**config.mk**
```make
export PLATFORM = sky130hd
export DESIGN_NAME = baro_sensor_compensation_core
export DESIGN_NICKNAME = d
export VERILOG_FILES = /design/src/hw/rtl/bsc_pkg.sv /design/src/hw/rtl/baro_sensor_compensation_core.sv /design/src/hw/rtl/bsc_div.sv /design/src/hw/rtl/bsc_datapath.sv /design/src/hw/rtl/bsc_ctrl.sv
export VERILOG_INCLUDE_DIRS = /design/src /design/src/hw/rtl
export SDC_FILE = /design/constraint.sdc
export NUM_CORES = 2
export LEC_CHECK = 0
export ABC_AREA = 0
export BUFFER_PORTS_ARGS = -buffer_cell sky130_fd_sc_hd__buf_4
export CORE_MARGIN = 2
export CORE_UTILIZATION = 45
export CTS_CLUSTER_SIZE = 40
export DETAILED_ROUTE_END_ITERATION = 10
export GPL_TIMING_DRIVEN = 0
export SYNTH_ARGS = -nofsm -noshare
export SYNTH_HDL_FRONTEND = slang
export SYNTH_SLANG_ARGS = --single-unit
```
**constraint.sdc**
```tcl
create_clock -name i_clk -period 34.8 [get_ports i_clk]
set_clock_uncertainty 0.05 [all_clocks]
set_input_delay 1.74 -clock i_clk [delete_from_list [all_inputs] [get_ports i_clk]]
set_output_delay 1.74 -clock i_clk [all_outputs]
set_load 0.01 [all_outputs]
```
**src/hw/rtl/assert_macros.svh**
```systemverilog
// assertion macros used by baro_sensor_compensation_core
// no dependencies
`ifndef ASSERT_MACROS_SVH
`define ASSERT_MACROS_SVH
// property must hold at every edge outside reset
`define ASSERT_ALWAYS(label, clk, rst_n, prop) \
    label: assert property (@(posedge clk) disable iff (!rst_n) (prop)) else $error("assertion failed");
// antecedent implies consequent on the next edge
`define ASSERT_NEXT(label, clk, rst_n, ante, cons) \
    label: assert property (@(posedge clk) disable iff (!rst_n) (ante) |=> (cons)) else $error("assertion failed");
`endif

```
**src/hw/rtl/bsc_pkg.sv**
```systemverilog
// types, constants and opcodes for the barometric compensation block
// no dependencies
package bsc_pkg;

    typedef struct packed {
        logic [23:0] raw_press;
        logic [15:0] raw_temp;
    } t_in_beat;

    typedef struct packed {
        logic        press_changed;
        logic        temp_changed;
        logic [31:0] press_pa;
        logic [31:0] temp_tenths;
    } t_out_beat;

    localparam logic [2:0] REG_CAL_A = 3'd0;
    localparam logic [2:0] REG_CAL_B = 3'd1;
    localparam logic [2:0] REG_CAL_C = 3'd2;
    localparam logic [2:0] REG_OSS   = 3'd3;
    localparam logic [2:0] REG_TTHR  = 3'd4;
    localparam logic [2:0] REG_PTHR  = 3'd5;

    // micro-operations of the datapath
    typedef enum logic [4:0] {
        OP_LOAD   = 5'd0,
        OP_X1T    = 5'd1,
        OP_DIVT   = 5'd2,
        OP_B5     = 5'd3,
        OP_B6SQ   = 5'd4,
        OP_B2M    = 5'd5,
        OP_AC2M   = 5'd6,
        OP_B3     = 5'd7,
        OP_AC3M   = 5'd8,
        OP_B1M    = 5'd9,
        OP_X3     = 5'd10,
        OP_B4     = 5'd11,
        OP_B7     = 5'd12,
        OP_DIVP   = 5'd13,
        OP_PFIX   = 5'd14,
        OP_PSQ    = 5'd15,
        OP_P3038  = 5'd16,
        OP_P7357  = 5'd17,
        OP_PEND   = 5'd18,
        OP_FLAGS  = 5'd19,
        OP_NONE   = 5'd20
    } t_op;

    typedef struct packed {
        t_op  op;
        logic div_start;
    } t_cmd;

    typedef struct packed {
        logic div_busy;
    } t_sts;

    function automatic logic [31:0] asr32(input logic [31:0] x, input int unsigned n);
        asr32 = 32'($signed(x) >>> n);
    endfunction

endpackage

```
**src/hw/rtl/baro_sensor_compensation_core.sv**
```systemverilog
// Compensates one raw temperature/pressure pair per beat with the integer
// datasheet algorithm. An item passes through two divisions in a shared
// radix-2 divider and through the datapath ops around one 32x32 multiplier; the
// next item is taken in the cycle after the result beat has left, so the block
// takes no new item while one is in flight. Registers sit at byte address 8*i
// over the APB port. depends on bsc_pkg, bsc_ctrl, bsc_datapath, assert_macros.svh.
`include "assert_macros.svh"
module baro_sensor_compensation_core (
    input  logic               i_clk,
    input  logic               i_rst_n,
    input  logic               i_in_valid,
    output logic               o_in_ready,
    input  bsc_pkg::t_in_beat  i_in_data,
    output logic               o_out_valid,
    input  logic               i_out_ready,
    output bsc_pkg::t_out_beat o_out_data,
    input  logic               psel,
    input  logic               penable,
    input  logic               pwrite,
    input  logic [5:0]         paddr,
    input  logic [63:0]        pwdata,
    output logic [63:0]        prdata,
    output logic               pready
);
    import bsc_pkg::*;

    logic [63:0] r_cal_a, r_cal_b;
    logic [31:0] r_cal_c;
    logic [1:0]  r_oss;
    logic [9:0]  r_tthr;
    logic [15:0] r_pthr;
    logic [2:0]  reg_idx;
    t_cmd        cmd;
    t_sts        sts;

    assign reg_idx = paddr[5:3];
    assign pready  = 1'b1;

    always_ff @(posedge i_clk) begin
        if (!i_rst_n) begin
            r_cal_a <= '0;
            r_cal_b <= '0;
            r_cal_c <= '0;
            r_oss   <= 2'd1;
            r_tthr  <= 10'd5;
            r_pthr  <= 16'd100;
        end else if (psel && penable && pwrite) begin
            case (reg_idx)
                REG_CAL_A: r_cal_a <= pwdata;
                REG_CAL_B: r_cal_b <= pwdata;
                REG_CAL_C: r_cal_c <= pwdata[31:0];
                REG_OSS:   r_oss   <= pwdata[1:0];
                REG_TTHR:  r_tthr  <= pwdata[9:0];
                REG_PTHR:  r_pthr  <= pwdata[15:0];
                default: ;
            endcase
        end
    end

    always_comb begin
        case (reg_idx)
            REG_CAL_A: prdata = r_cal_a;
            REG_CAL_B: prdata = r_cal_b;
            REG_CAL_C: prdata = {32'd0, r_cal_c};
            REG_OSS:   prdata = {62'd0, r_oss};
            REG_TTHR:  prdata = {54'd0, r_tthr};
            REG_PTHR:  prdata = {48'd0, r_pthr};
            default:   prdata = '0;
        endcase
    end

    bsc_ctrl u_ctrl (
        .i_clk       (i_clk),
        .i_rst_n     (i_rst_n),
        .i_in_valid  (i_in_valid),
        .o_in_ready  (o_in_ready),
        .o_out_valid (o_out_valid),
        .i_out_ready (i_out_ready),
        .o_cmd       (cmd),
        .i_sts       (sts)
    );

    bsc_datapath u_dp (
        .i_clk   (i_clk),
        .i_rst_n (i_rst_n),
        .i_cmd   (cmd),
        .o_sts   (sts),
        .i_in    (i_in_data),
        .i_cal_a (r_cal_a),
        .i_cal_b (r_cal_b),
        .i_cal_c (r_cal_c),
        .i_oss   (r_oss),
        .i_tthr  (r_tthr),
        .i_pthr  (r_pthr),
        .o_res   (o_out_data)
    );

    `ASSERT_ALWAYS(a_ready_excl, i_clk, i_rst_n, !(o_in_ready && o_out_valid))
    `ASSERT_NEXT(a_out_holds, i_clk, i_rst_n, o_out_valid && !i_out_ready, o_out_valid && $stable(o_out_data))
    `ASSERT_NEXT(a_take_busy, i_clk, i_rst_n, i_in_valid && o_in_ready, !o_in_ready)
endmodule

```
**src/hw/rtl/bsc_div.sv**
```systemverilog
// radix-2 restoring divider, 32-bit unsigned, one quotient bit per cycle
// depends on bsc_pkg
module bsc_div (
    input  logic        i_clk,
    input  logic        i_rst_n,
    input  logic        i_start,
    input  logic [31:0] i_num,
    input  logic [31:0] i_den,
    output logic        o_busy,
    output logic [31:0] o_quo
);
    import bsc_pkg::*;

    logic [31:0] r_rem, r_quo, r_den;
    logic [5:0]  r_cnt;
    logic        r_busy;
    logic [32:0] n_trial;
    logic [32:0] n_shift;

    assign n_shift = {r_rem, r_quo[31]};
    assign n_trial = n_shift - {1'b0, r_den};

    always_ff @(posedge i_clk) begin
        if (!i_rst_n) begin
            r_busy <= 1'b0;
            r_cnt  <= '0;
        end else if (i_start) begin
            r_busy <= 1'b1;
            r_cnt  <= 6'd32;
            r_rem  <= '0;
            r_quo  <= i_num;
            r_den  <= i_den;
        end else if (r_busy) begin
            if (n_trial[32]) begin
                r_rem <= n_shift[31:0];
                r_quo <= {r_quo[30:0], 1'b0};
            end else begin
                r_rem <= n_trial[31:0];
                r_quo <= {r_quo[30:0], 1'b1};
            end
            r_cnt <= r_cnt - 6'd1;
            if (r_cnt == 6'd1) begin
                r_busy <= 1'b0;
            end
        end
    end

    // a zero divisor naturally yields all ones
    assign o_busy = r_busy;
    assign o_quo  = r_quo;
endmodule

```
**src/hw/rtl/bsc_datapath.sv**
```systemverilog
// compensation datapath: one 32x32 multiplier, shared divider, flag logic
// depends on bsc_pkg and bsc_div
module bsc_datapath (
    input  logic             i_clk,
    input  logic             i_rst_n,
    input  bsc_pkg::t_cmd    i_cmd,
    output bsc_pkg::t_sts    o_sts,
    input  bsc_pkg::t_in_beat i_in,
    input  logic [63:0]      i_cal_a,
    input  logic [63:0]      i_cal_b,
    input  logic [31:0]      i_cal_c,
    input  logic [1:0]       i_oss,
    input  logic [9:0]       i_tthr,
    input  logic [15:0]      i_pthr,
    output bsc_pkg::t_out_beat o_res
);
    import bsc_pkg::*;

    logic [31:0] ac1, ac2, ac3, ac4, ac5, ac6, b1, b2, mc, md;
    assign ac1 = {{16{i_cal_a[15]}}, i_cal_a[15:0]};
    assign ac2 = {{16{i_cal_a[31]}}, i_cal_a[31:16]};
    assign ac3 = {{16{i_cal_a[47]}}, i_cal_a[47:32]};
    assign ac4 = {16'd0, i_cal_a[63:48]};
    assign ac5 = {16'd0, i_cal_b[15:0]};
    assign ac6 = {16'd0, i_cal_b[31:16]};
    assign b1  = {{16{i_cal_b[47]}}, i_cal_b[47:32]};
    assign b2  = {{16{i_cal_b[63]}}, i_cal_b[63:48]};
    assign mc  = {{16{i_cal_c[15]}}, i_cal_c[15:0]};
    assign md  = {{16{i_cal_c[31]}}, i_cal_c[31:16]};

    logic [31:0] r_ut, r_up, r_x1, r_x2, r_b3, r_b4, r_b6, r_sq, r_b7, r_p, r_temp;
    logic [31:0] r_last_t, r_last_p;
    logic        r_neg, r_b7hi, r_tch, r_pch;

    logic        div_busy;
    logic [31:0] div_quo, n_num, n_den;
    logic [31:0] n_ma, n_mb, prod;

    // shared multiplier, operands chosen by the op
    always_comb begin
        n_ma = r_x1;
        n_mb = r_x1;
        case (i_cmd.op)
            OP_X1T:   begin n_ma = r_ut - ac6;         n_mb = ac5; end
            OP_B6SQ:  begin n_ma = r_b6;               n_mb = r_b6; end
            OP_B2M:   begin n_ma = b2;                 n_mb = r_sq; end
            OP_AC2M:  begin n_ma = ac2;                n_mb = r_b6; end
            OP_AC3M:  begin n_ma = ac3;                n_mb = r_b6; end
            OP_B1M:   begin n_ma = b1;                 n_mb = asr32(r_sq, 12); end
            OP_B4:    begin n_ma = ac4;                n_mb = r_x1 + 32'd32768; end
            OP_B7:    begin n_ma = r_up - r_b3;        n_mb = 32'd50000 >> i_oss; end
            OP_PSQ:   begin n_ma = asr32(r_p, 8);      n_mb = asr32(r_p, 8); end
            OP_P3038: begin n_ma = r_x1;               n_mb = 32'd3038; end
            OP_P7357: begin n_ma = 32'd0 - 32'd7357;   n_mb = r_p; end
            default:  begin n_ma = r_x1;               n_mb = r_x1; end
        endcase
    end
    assign prod = n_ma * n_mb;

    // divider operands
    logic [31:0] tnum, tden;
    assign tnum = mc << 11;
    assign tden = r_x1 + md;
    always_comb begin
        if (i_cmd.op == OP_DIVT) begin
            n_num = tnum[31] ? 32'd0 - tnum : tnum;
            n_den = tden[31] ? 32'd0 - tden : tden;
        end else begin
            n_num = r_b7hi ? r_b7 : {r_b7[30:0], 1'b0};
            n_den = r_b4;
        end
    end

    bsc_div u_div (
        .i_clk   (i_clk),
        .i_rst_n (i_rst_n),
        .i_start (i_cmd.div_start),
        .i_num   (n_num),
        .i_den   (n_den),
        .o_busy  (div_busy),
        .o_quo   (div_quo)
    );

    logic [31:0] b3s, pnew;
    logic [33:0] tw, tl, pw, pl;
    assign b3s = (((ac1 << 2) + r_x1 + r_x2) << i_oss) + 32'd2;
    assign pnew = r_p + asr32(r_x1 + r_x2 + 32'd3791, 4);
    assign tw = {{2{r_temp[31]}}, r_temp};
    assign tl = {{2{r_last_t[31]}}, r_last_t};
    assign pw = {{2{r_p[31]}}, r_p};
    assign pl = {{2{r_last_p[31]}}, r_last_p};

    always_ff @(posedge i_clk) begin
        if (!i_rst_n) begin
            r_last_t <= '0;
            r_last_p <= '0;
        end else begin
            case (i_cmd.op)
                OP_LOAD: begin
                    r_ut <= {16'd0, i_in.raw_temp};
                    r_up <= {8'd0, i_in.raw_press} >> (4'd8 - {2'd0, i_oss});
                end
                OP_X1T:  r_x1 <= asr32(prod, 15);
                OP_DIVT: r_neg <= (tnum[31] ^ tden[31]) && (tden != 32'd0);
                OP_B5: begin
                    r_x2   <= r_x1 + (r_neg ? 32'd0 - div_quo : div_quo);
                    r_temp <= asr32(r_x1 + (r_neg ? 32'd0 - div_quo : div_quo) + 32'd8, 4);
                    r_b6   <= r_x1 + (r_neg ? 32'd0 - div_quo : div_quo) - 32'd4000;
                end
                OP_B6SQ: r_sq <= prod;
                OP_B2M:  r_x1 <= asr32(asr32(prod, 12), 11);
                OP_AC2M: r_x2 <= asr32(prod, 11);
                OP_B3:   r_b3 <= asr32(b3s, 2);
                OP_AC3M: r_x1 <= asr32(prod, 13);
                OP_B1M:  r_x2 <= asr32(prod, 16);
                OP_X3:   r_x1 <= asr32(r_x1 + r_x2 + 32'd2, 2);
                OP_B4:   r_b4 <= prod >> 15;
                OP_B7: begin
                    r_b7   <= prod;
                    r_b7hi <= prod[31];
                end
                OP_PFIX: r_p <= r_b7hi ? {div_quo[30:0], 1'b0} : div_quo;
                OP_PSQ:  r_x1 <= prod;
                OP_P3038: r_x1 <= asr32(prod, 16);
                OP_P7357: r_x2 <= asr32(prod, 16);
                OP_PEND: r_p <= pnew;
                OP_FLAGS: begin
                    r_tch <= ($signed(tw) > $signed(tl + {24'd0, i_tthr}))
                          || ($signed(tw) < $signed(tl - {24'd0, i_tthr}));
                    r_pch <= ($signed(pw) > $signed(pl + {18'd0, i_pthr}))
                          || ($signed(pw) < $signed(pl - {18'd0, i_pthr}));
                    if (($signed(tw) > $signed(tl + {24'd0, i_tthr}))
                        || ($signed(tw) < $signed(tl - {24'd0, i_tthr}))) r_last_t <= r_temp;
                    if (($signed(pw) > $signed(pl + {18'd0, i_pthr}))
                        || ($signed(pw) < $signed(pl - {18'd0, i_pthr}))) r_last_p <= r_p;
                end
                default: ;
            endcase
        end
    end

    assign o_sts.div_busy      = div_busy;
    assign o_res.temp_tenths   = r_temp;
    assign o_res.press_pa      = r_p;
    assign o_res.temp_changed  = r_tch;
    assign o_res.press_changed = r_pch;
endmodule

```
**src/hw/rtl/bsc_ctrl.sv**
```systemverilog
// sequencer: steps the datapath through the compensation and handles the beats
// depends on bsc_pkg
module bsc_ctrl (
    input  logic          i_clk,
    input  logic          i_rst_n,
    input  logic          i_in_valid,
    output logic          o_in_ready,
    output logic          o_out_valid,
    input  logic          i_out_ready,
    output bsc_pkg::t_cmd o_cmd,
    input  bsc_pkg::t_sts i_sts
);
    import bsc_pkg::*;

    typedef enum logic [4:0] {
        S_IDLE = 5'b00001,
        S_RUN  = 5'b00010,
        S_WAIT = 5'b00100,
        S_DONE = 5'b01000,
        S_OUT  = 5'b10000
    } t_state;

    t_state r_state, n_state;
    t_op    r_op, n_op;
    logic   n_start;

    function automatic t_op next_op(input t_op op);
        case (op)
            OP_LOAD:  next_op = OP_X1T;
            OP_X1T:   next_op = OP_DIVT;
            OP_DIVT:  next_op = OP_B5;
            OP_B5:    next_op = OP_B6SQ;
            OP_B6SQ:  next_op = OP_B2M;
            OP_B2M:   next_op = OP_AC2M;
            OP_AC2M:  next_op = OP_B3;
            OP_B3:    next_op = OP_AC3M;
            OP_AC3M:  next_op = OP_B1M;
            OP_B1M:   next_op = OP_X3;
            OP_X3:    next_op = OP_B4;
            OP_B4:    next_op = OP_B7;
            OP_B7:    next_op = OP_DIVP;
            OP_DIVP:  next_op = OP_PFIX;
            OP_PFIX:  next_op = OP_PSQ;
            OP_PSQ:   next_op = OP_P3038;
            OP_P3038: next_op = OP_P7357;
            OP_P7357: next_op = OP_PEND;
            OP_PEND:  next_op = OP_FLAGS;
            default:  next_op = OP_NONE;
        endcase
    endfunction

    always_comb begin
        n_state = r_state;
        n_op    = r_op;
        n_start = 1'b0;
        o_cmd.op = OP_NONE;
        case (r_state)
            S_IDLE: begin
                if (i_in_valid) begin
                    o_cmd.op = OP_LOAD;
                    n_op = OP_X1T;
                    n_state = S_RUN;
                end
            end
            S_RUN: begin
                o_cmd.op = r_op;
                if (r_op == OP_DIVT || r_op == OP_DIVP) begin
                    n_start = 1'b1;
                    n_state = S_WAIT;
                end else if (r_op == OP_FLAGS) begin
                    n_state = S_OUT;
                end
                n_op = next_op(r_op);
            end
            S_WAIT: begin
                if (!i_sts.div_busy) n_state = S_DONE;
            end
            S_DONE: n_state = S_RUN;
            S_OUT: begin
                if (i_out_ready) n_state = S_IDLE;
            end
            default: n_state = S_IDLE;
        endcase
        // divider starts with its op, so its busy is already high in S_WAIT
        o_cmd.div_start = n_start;
    end

    always_ff @(posedge i_clk) begin
        if (!i_rst_n) begin
            r_state <= S_IDLE;
            r_op    <= OP_NONE;
        end else begin
            r_state <= n_state;
            r_op    <= n_op;
        end
    end

    assign o_in_ready  = (r_state == S_IDLE);
    assign o_out_valid = (r_state == S_OUT);
endmodule

```
==> results.env <==
RUN_STATUS='complete, but fails checks'
FAILED_CHECKS='max-capacitance violations, max-slew violations'
CTS_INSERTED_BUFFERS=85
SYNTHXORXNORAREAFRAC=0.0778
MULTIINPUTGATEAREA_UM2=46800
CRIT_TYPE='flip-flop to flip-flop'
GRT_SETUP_UNREPAIRED='no'
ANT_NETS=0
CTS.REPAIR_TIMING.SETUP_BUFFER_COUNT=0
LAYOUT.AREA.SEQ_UM2=17600
YS_WARNINGS=0
WORSTHOLDSTART='r_cal_b[30]$_SDFFE_PN0P_'
FLOORPLAN.CORE_AREA_UM2=152000
CPMAXSTAGEDELAYCELL='sky130_fd_sc_hd__o41ai_1'
CTS.SINKS=676
ROUTED_WL_UM=309000
REG2REG_FROM='u_ctrl.r_state[2]$_SDFFE_PN0P_'
FRACTION_OF_SYNTHESIZED_AREA_IN_MULTIPLEXERS=0.0332
CLOCK_INSERTION_DELAY_WORST_SKEW_PS=750
DIE_W_UM=394
CTSHOLDBUFFERS=0
POSTPLACECELLAREA_UM2=73400
CP-START-KIND='flip-flop'
PLACE_HPWL_UM=250000
ROUTE.DETAILED.WL_PER_INST_UM=29.8
SYN_TO_FINAL_GROWTH_PCT=11.4
ROUTABILITYCONGESTION=1.05
SYNTH_TOP_FAMILY_BY_AREA='adder cells'
VIA_COUNT_OF_THE_FIRST_GLOBAL_ROUTING_PASS=59429
FINALMAXSLEWVIOLATIONS=19
CRIT_FANOUT=11
VIAS_PER_CELL=6.10
HOLD_PATH_END='r_cal_b[30]$_SDFFE_PN0P_'
COUNT_OF_NETS_AFTER_FINISHING=9368
SLEW-LIMIT-HEADROOM=-0.0659
POST-ROUTE-CELL-AREA_UM2=76400
FIN_CRIT_SH=0.430
CLOCK_PATH_BUFFERS=3
REGTOREGSETUPSLACK_PS=19830
CRIT-REG2REG-CAPTURE='u_dp.r_x2[21]$_DFFE_PP_'
VIA_COUNT=63234
SYNTHCELLS=7908
CRITPATHCAPTURETYPE='flip-flop'
CTS_ROOT_BUF='sky130_fd_sc_hd__clkbuf_16'
SYNTH-COMPOUND-AREA-SHARE=0.159
CAP_VIOL_MAX_COUNT=4
SETUP_TNS_AFTER_FINAL_LAYOUT_PS=0
AVERAGE_SIZE_OF_A_MAPPED_CELL_UM2=8.67
FP.DIEAREA_UM2=156000
LAYOUT_COMMONEST_CELL='sky130_fd_sc_hd__nand2_1'
SYNTH.CELL_AREA_UM2=68600
CP_DATA_REQUIRED_TIME_PS=35250
FILLER_CELL_COUNT=14777
MIN_PATH_CELLS=2
REPORT.FINAL.SETUP_VIOL=0
DRTITER0DRC=7555
FLOORPLAN.INITIALDENSITY=0.452
WIRE_LENGTH_OF_THE_FIRST_GLOBAL_ROUTING_PASS_UM=433000
WORST_PATH_LARGEST_CELL_DELAY_PS=1100
MAX_FREQ_MHz=66.8
NETLIST-CELL-TYPE-COUNT=109
CLOCK_TREE.HTREE_LEVEL_COUNT=3
TOP_LEVEL_PORTS=250
CLOCK_TREE_FROM_TRITONCTS='yes'
NUMBER_OF_CELL_ROWS=143
MOST_USED_CELLS_IN_THE_LAYOUT_EXCLUDING_FILL_AND_TAP_CELLS='sky130_fd_sc_hd__nand2_1, sky130_fd_sc_hd__inv_1, sky130_fd_sc_hd__nor2_1'
WORST_PIN_SLEW_PS=1590
LARGEST_NET_DEGREE_AT_THE_START_OF_GLOBAL_ROUTING=45
SYNTH_SIMPLE_GATE_AREA_FRAC=0.179
WORSTPATHARRIVAL_PS=15420
CTS.REPORTEDPATHS.CLKPINSLEW_PS=60
NUMBER_OF_REGISTER_BITS_INFERRED_BY_SYNTHESIS=676
HP-CLASS='flip-flop to flip-flop'
DRT_PRE_ANTENNA_ITERS=8
DOMINANTREGCELLSYNTH='sky130_fd_sc_hd__edfxtp_1'
FINAL.MIN_CLOCK_PERIOD_PS=14970
OVERFLOW=0
POST_CTS_RESIZE_COUNT=0
WORST-R2R-CELL-COUNT=42
SYNTH_ADDER_AREA_SHARE=0.230
CPMOSTUSEDCELL='sky130_fd_sc_hd__xnor2_1'
NUMBER_OF_ANTENNA_VIOLATIONS_AT_THE_FIRST_CHECK_IN_GLOBAL_ROUTING=21
FINAL_LAYOUT_SIZE_SUFFIX_GT1_FRAC=0.0709
SYNTH-EDFF-COUNT=406
DIE_HEIGHT_UM=394
PORT-BUFFER-COUNT=240
HOLD_VIOL_FINAL=0
SYNTH_SEQ_AREA_SHARE=0.257
DRT_DRC_VIOLATIONS_LEFT=0
SYNTH-ASYNC-RESET-RATIO=0
GR-USAGE-ALL-LAYERS=0.387
==> synth_stat cells, drive strengths merged (55+ instances only) <==
| cell | n | area (um2) |
|---|---|---|
| nand2 | 1076 | 4040 |
| inv | 785 | 2950 |
| nor2 | 655 | 2460 |
| ha | 542 | 6780 |
| fa | 449 | 8990 |
| edfxtp | 406 | 12200 |
| xnor2 | 395 | 3480 |
| a21oi | 338 | 1690 |
| clkbuf | 296 | 1110 |
| o21ai | 287 | 1440 |
| dfxtp | 270 | 5410 |
| a21boi | 225 | 1690 |
| mux2i | 198 | 1980 |
| xor2 | 191 | 1670 |
| nand3 | 179 | 896 |
| nor3 | 126 | 651 |
| nor2b | 113 | 707 |
| nand2b | 103 | 644 |
| a21o | 83 | 623 |
| nand4 | 76 | 475 |
| buf | 70 | 349 |
| and2 | 66 | 415 |
| o21bai | 66 | 495 |
| a22oi | 60 | 450 |
| a22o | 55 | 482 |
==> metal layers <==
metal  vias to the layer above  routed length, um  GRT usage
li1                      27892                  -          -
met1                     30981             127000      0.524
met2                      3546             127000      0.558
met3                       795              34600      0.105
met4                        20              20300      0.211
met5                         -                143   0.000308
==> worst max-delay path by stage <==
stage / start / end / slack, ps / cells past startpoint
floorplan: u_dp.r_b3[0]$_DFFE_PP_ / u_dp.r_x1[12]$_DFFE_PP_ / 23120 / 44
global placement: r_oss[0]$_SDFFE_PN1P_ / u_dp.r_x1[12]$_DFFE_PP_ / 18130 / 37
detailed placement: u_ctrl.r_state[4]$_SDFFE_PN0P_ / u_dp.r_x2[21]$_DFFE_PP_ / 20140 / 40
CTS: u_ctrl.r_state[4]$_SDFFE_PN0P_ / u_dp.r_x2[21]$_DFFE_PP_ / 20030 / 38
global route: u_dp.r_up[0]$_DFFE_PP_ / u_dp.r_x2[21]$_DFFE_PP_ / 19460 / 45
finish: u_ctrl.r_state[2]$_SDFFE_PN0P_ / u_dp.r_x2[21]$_DFFE_PP_ / 19830 / 42
==> cell families (layout without fill, tap and decap cells) <==
kind of cell / count (synthesis) / after routing
XOR/XNOR: 594 / 594
other: 2 / 14
AND/OR/NAND/NOR: 2672 / 2672
adder cells (fa/ha/maj): 991 / 991
flip-flops: 676 / 676
multiplexers: 221 / 221
AO/OA/AOI/OAI: 1601 / 1601
buffers and inverters: 1151 / 1571
==> worst max-delay path: cells and delay by family, from the launching register on <==
| kind | cells | cell delay (ps) |
|---|---|---|
| xor+xnor | 15 | 4170 |
| simple gates | 6 | 2090 |
| compound gates | 5 | 2520 |
| flops | 1 | 420 |
| fa+ha+maj | 8 | 4030 |
| buf+inv | 8 | 1390 |
==> through the flow <==
step	std cells	worst slack (ps)	hold slack (ps)	util
floorplan	7911	23120	402	-
global placement	10181	18130	417	0.481
detailed placement	10203	20140	427	0.484
CTS	10361	20030	435	0.504
global route	10361	19460	453	0.504
finish	10370	19830	434	0.504
==> sequential cells by signal, indices dropped and copies added, names as in the netlist, 16 cells and up, named ones only <==
register          cells
u_dp.r_x2            32
u_dp.r_last_t        28
u_dp.r_last_p        32
u_dp.r_ut            16
u_dp.r_sq            32
u_dp.r_up            24
r_pthr               16
u_dp.r_b3            30
u_dp.r_b4            17
u_dp.u_div.o_quo     32
r_cal_a              64
u_dp.r_x1            32
u_dp.r_p             32
u_dp.r_b7            31
r_cal_c              32
r_cal_b              64
u_dp.r_b6            32
u_dp.u_div.r_rem     32
u_dp.u_div.r_den     32
u_dp.r_temp          28
==> cell type report <==
cell class,instances,share of cell area
antenna,9,0.000295
buffer,366,0.0191
clock buffer,96,0.0286
clock inverter,62,0.0107
inverter,785,0.0386
multi-input combinational,6084,0.612
sequential,676,0.230
tap,2030,0.0332
timing repair buffer,262,0.0274
Power is left out: the tool's default activity adds up to more than one toggle a clock period on the data nets, which glitch-free logic cannot reach.
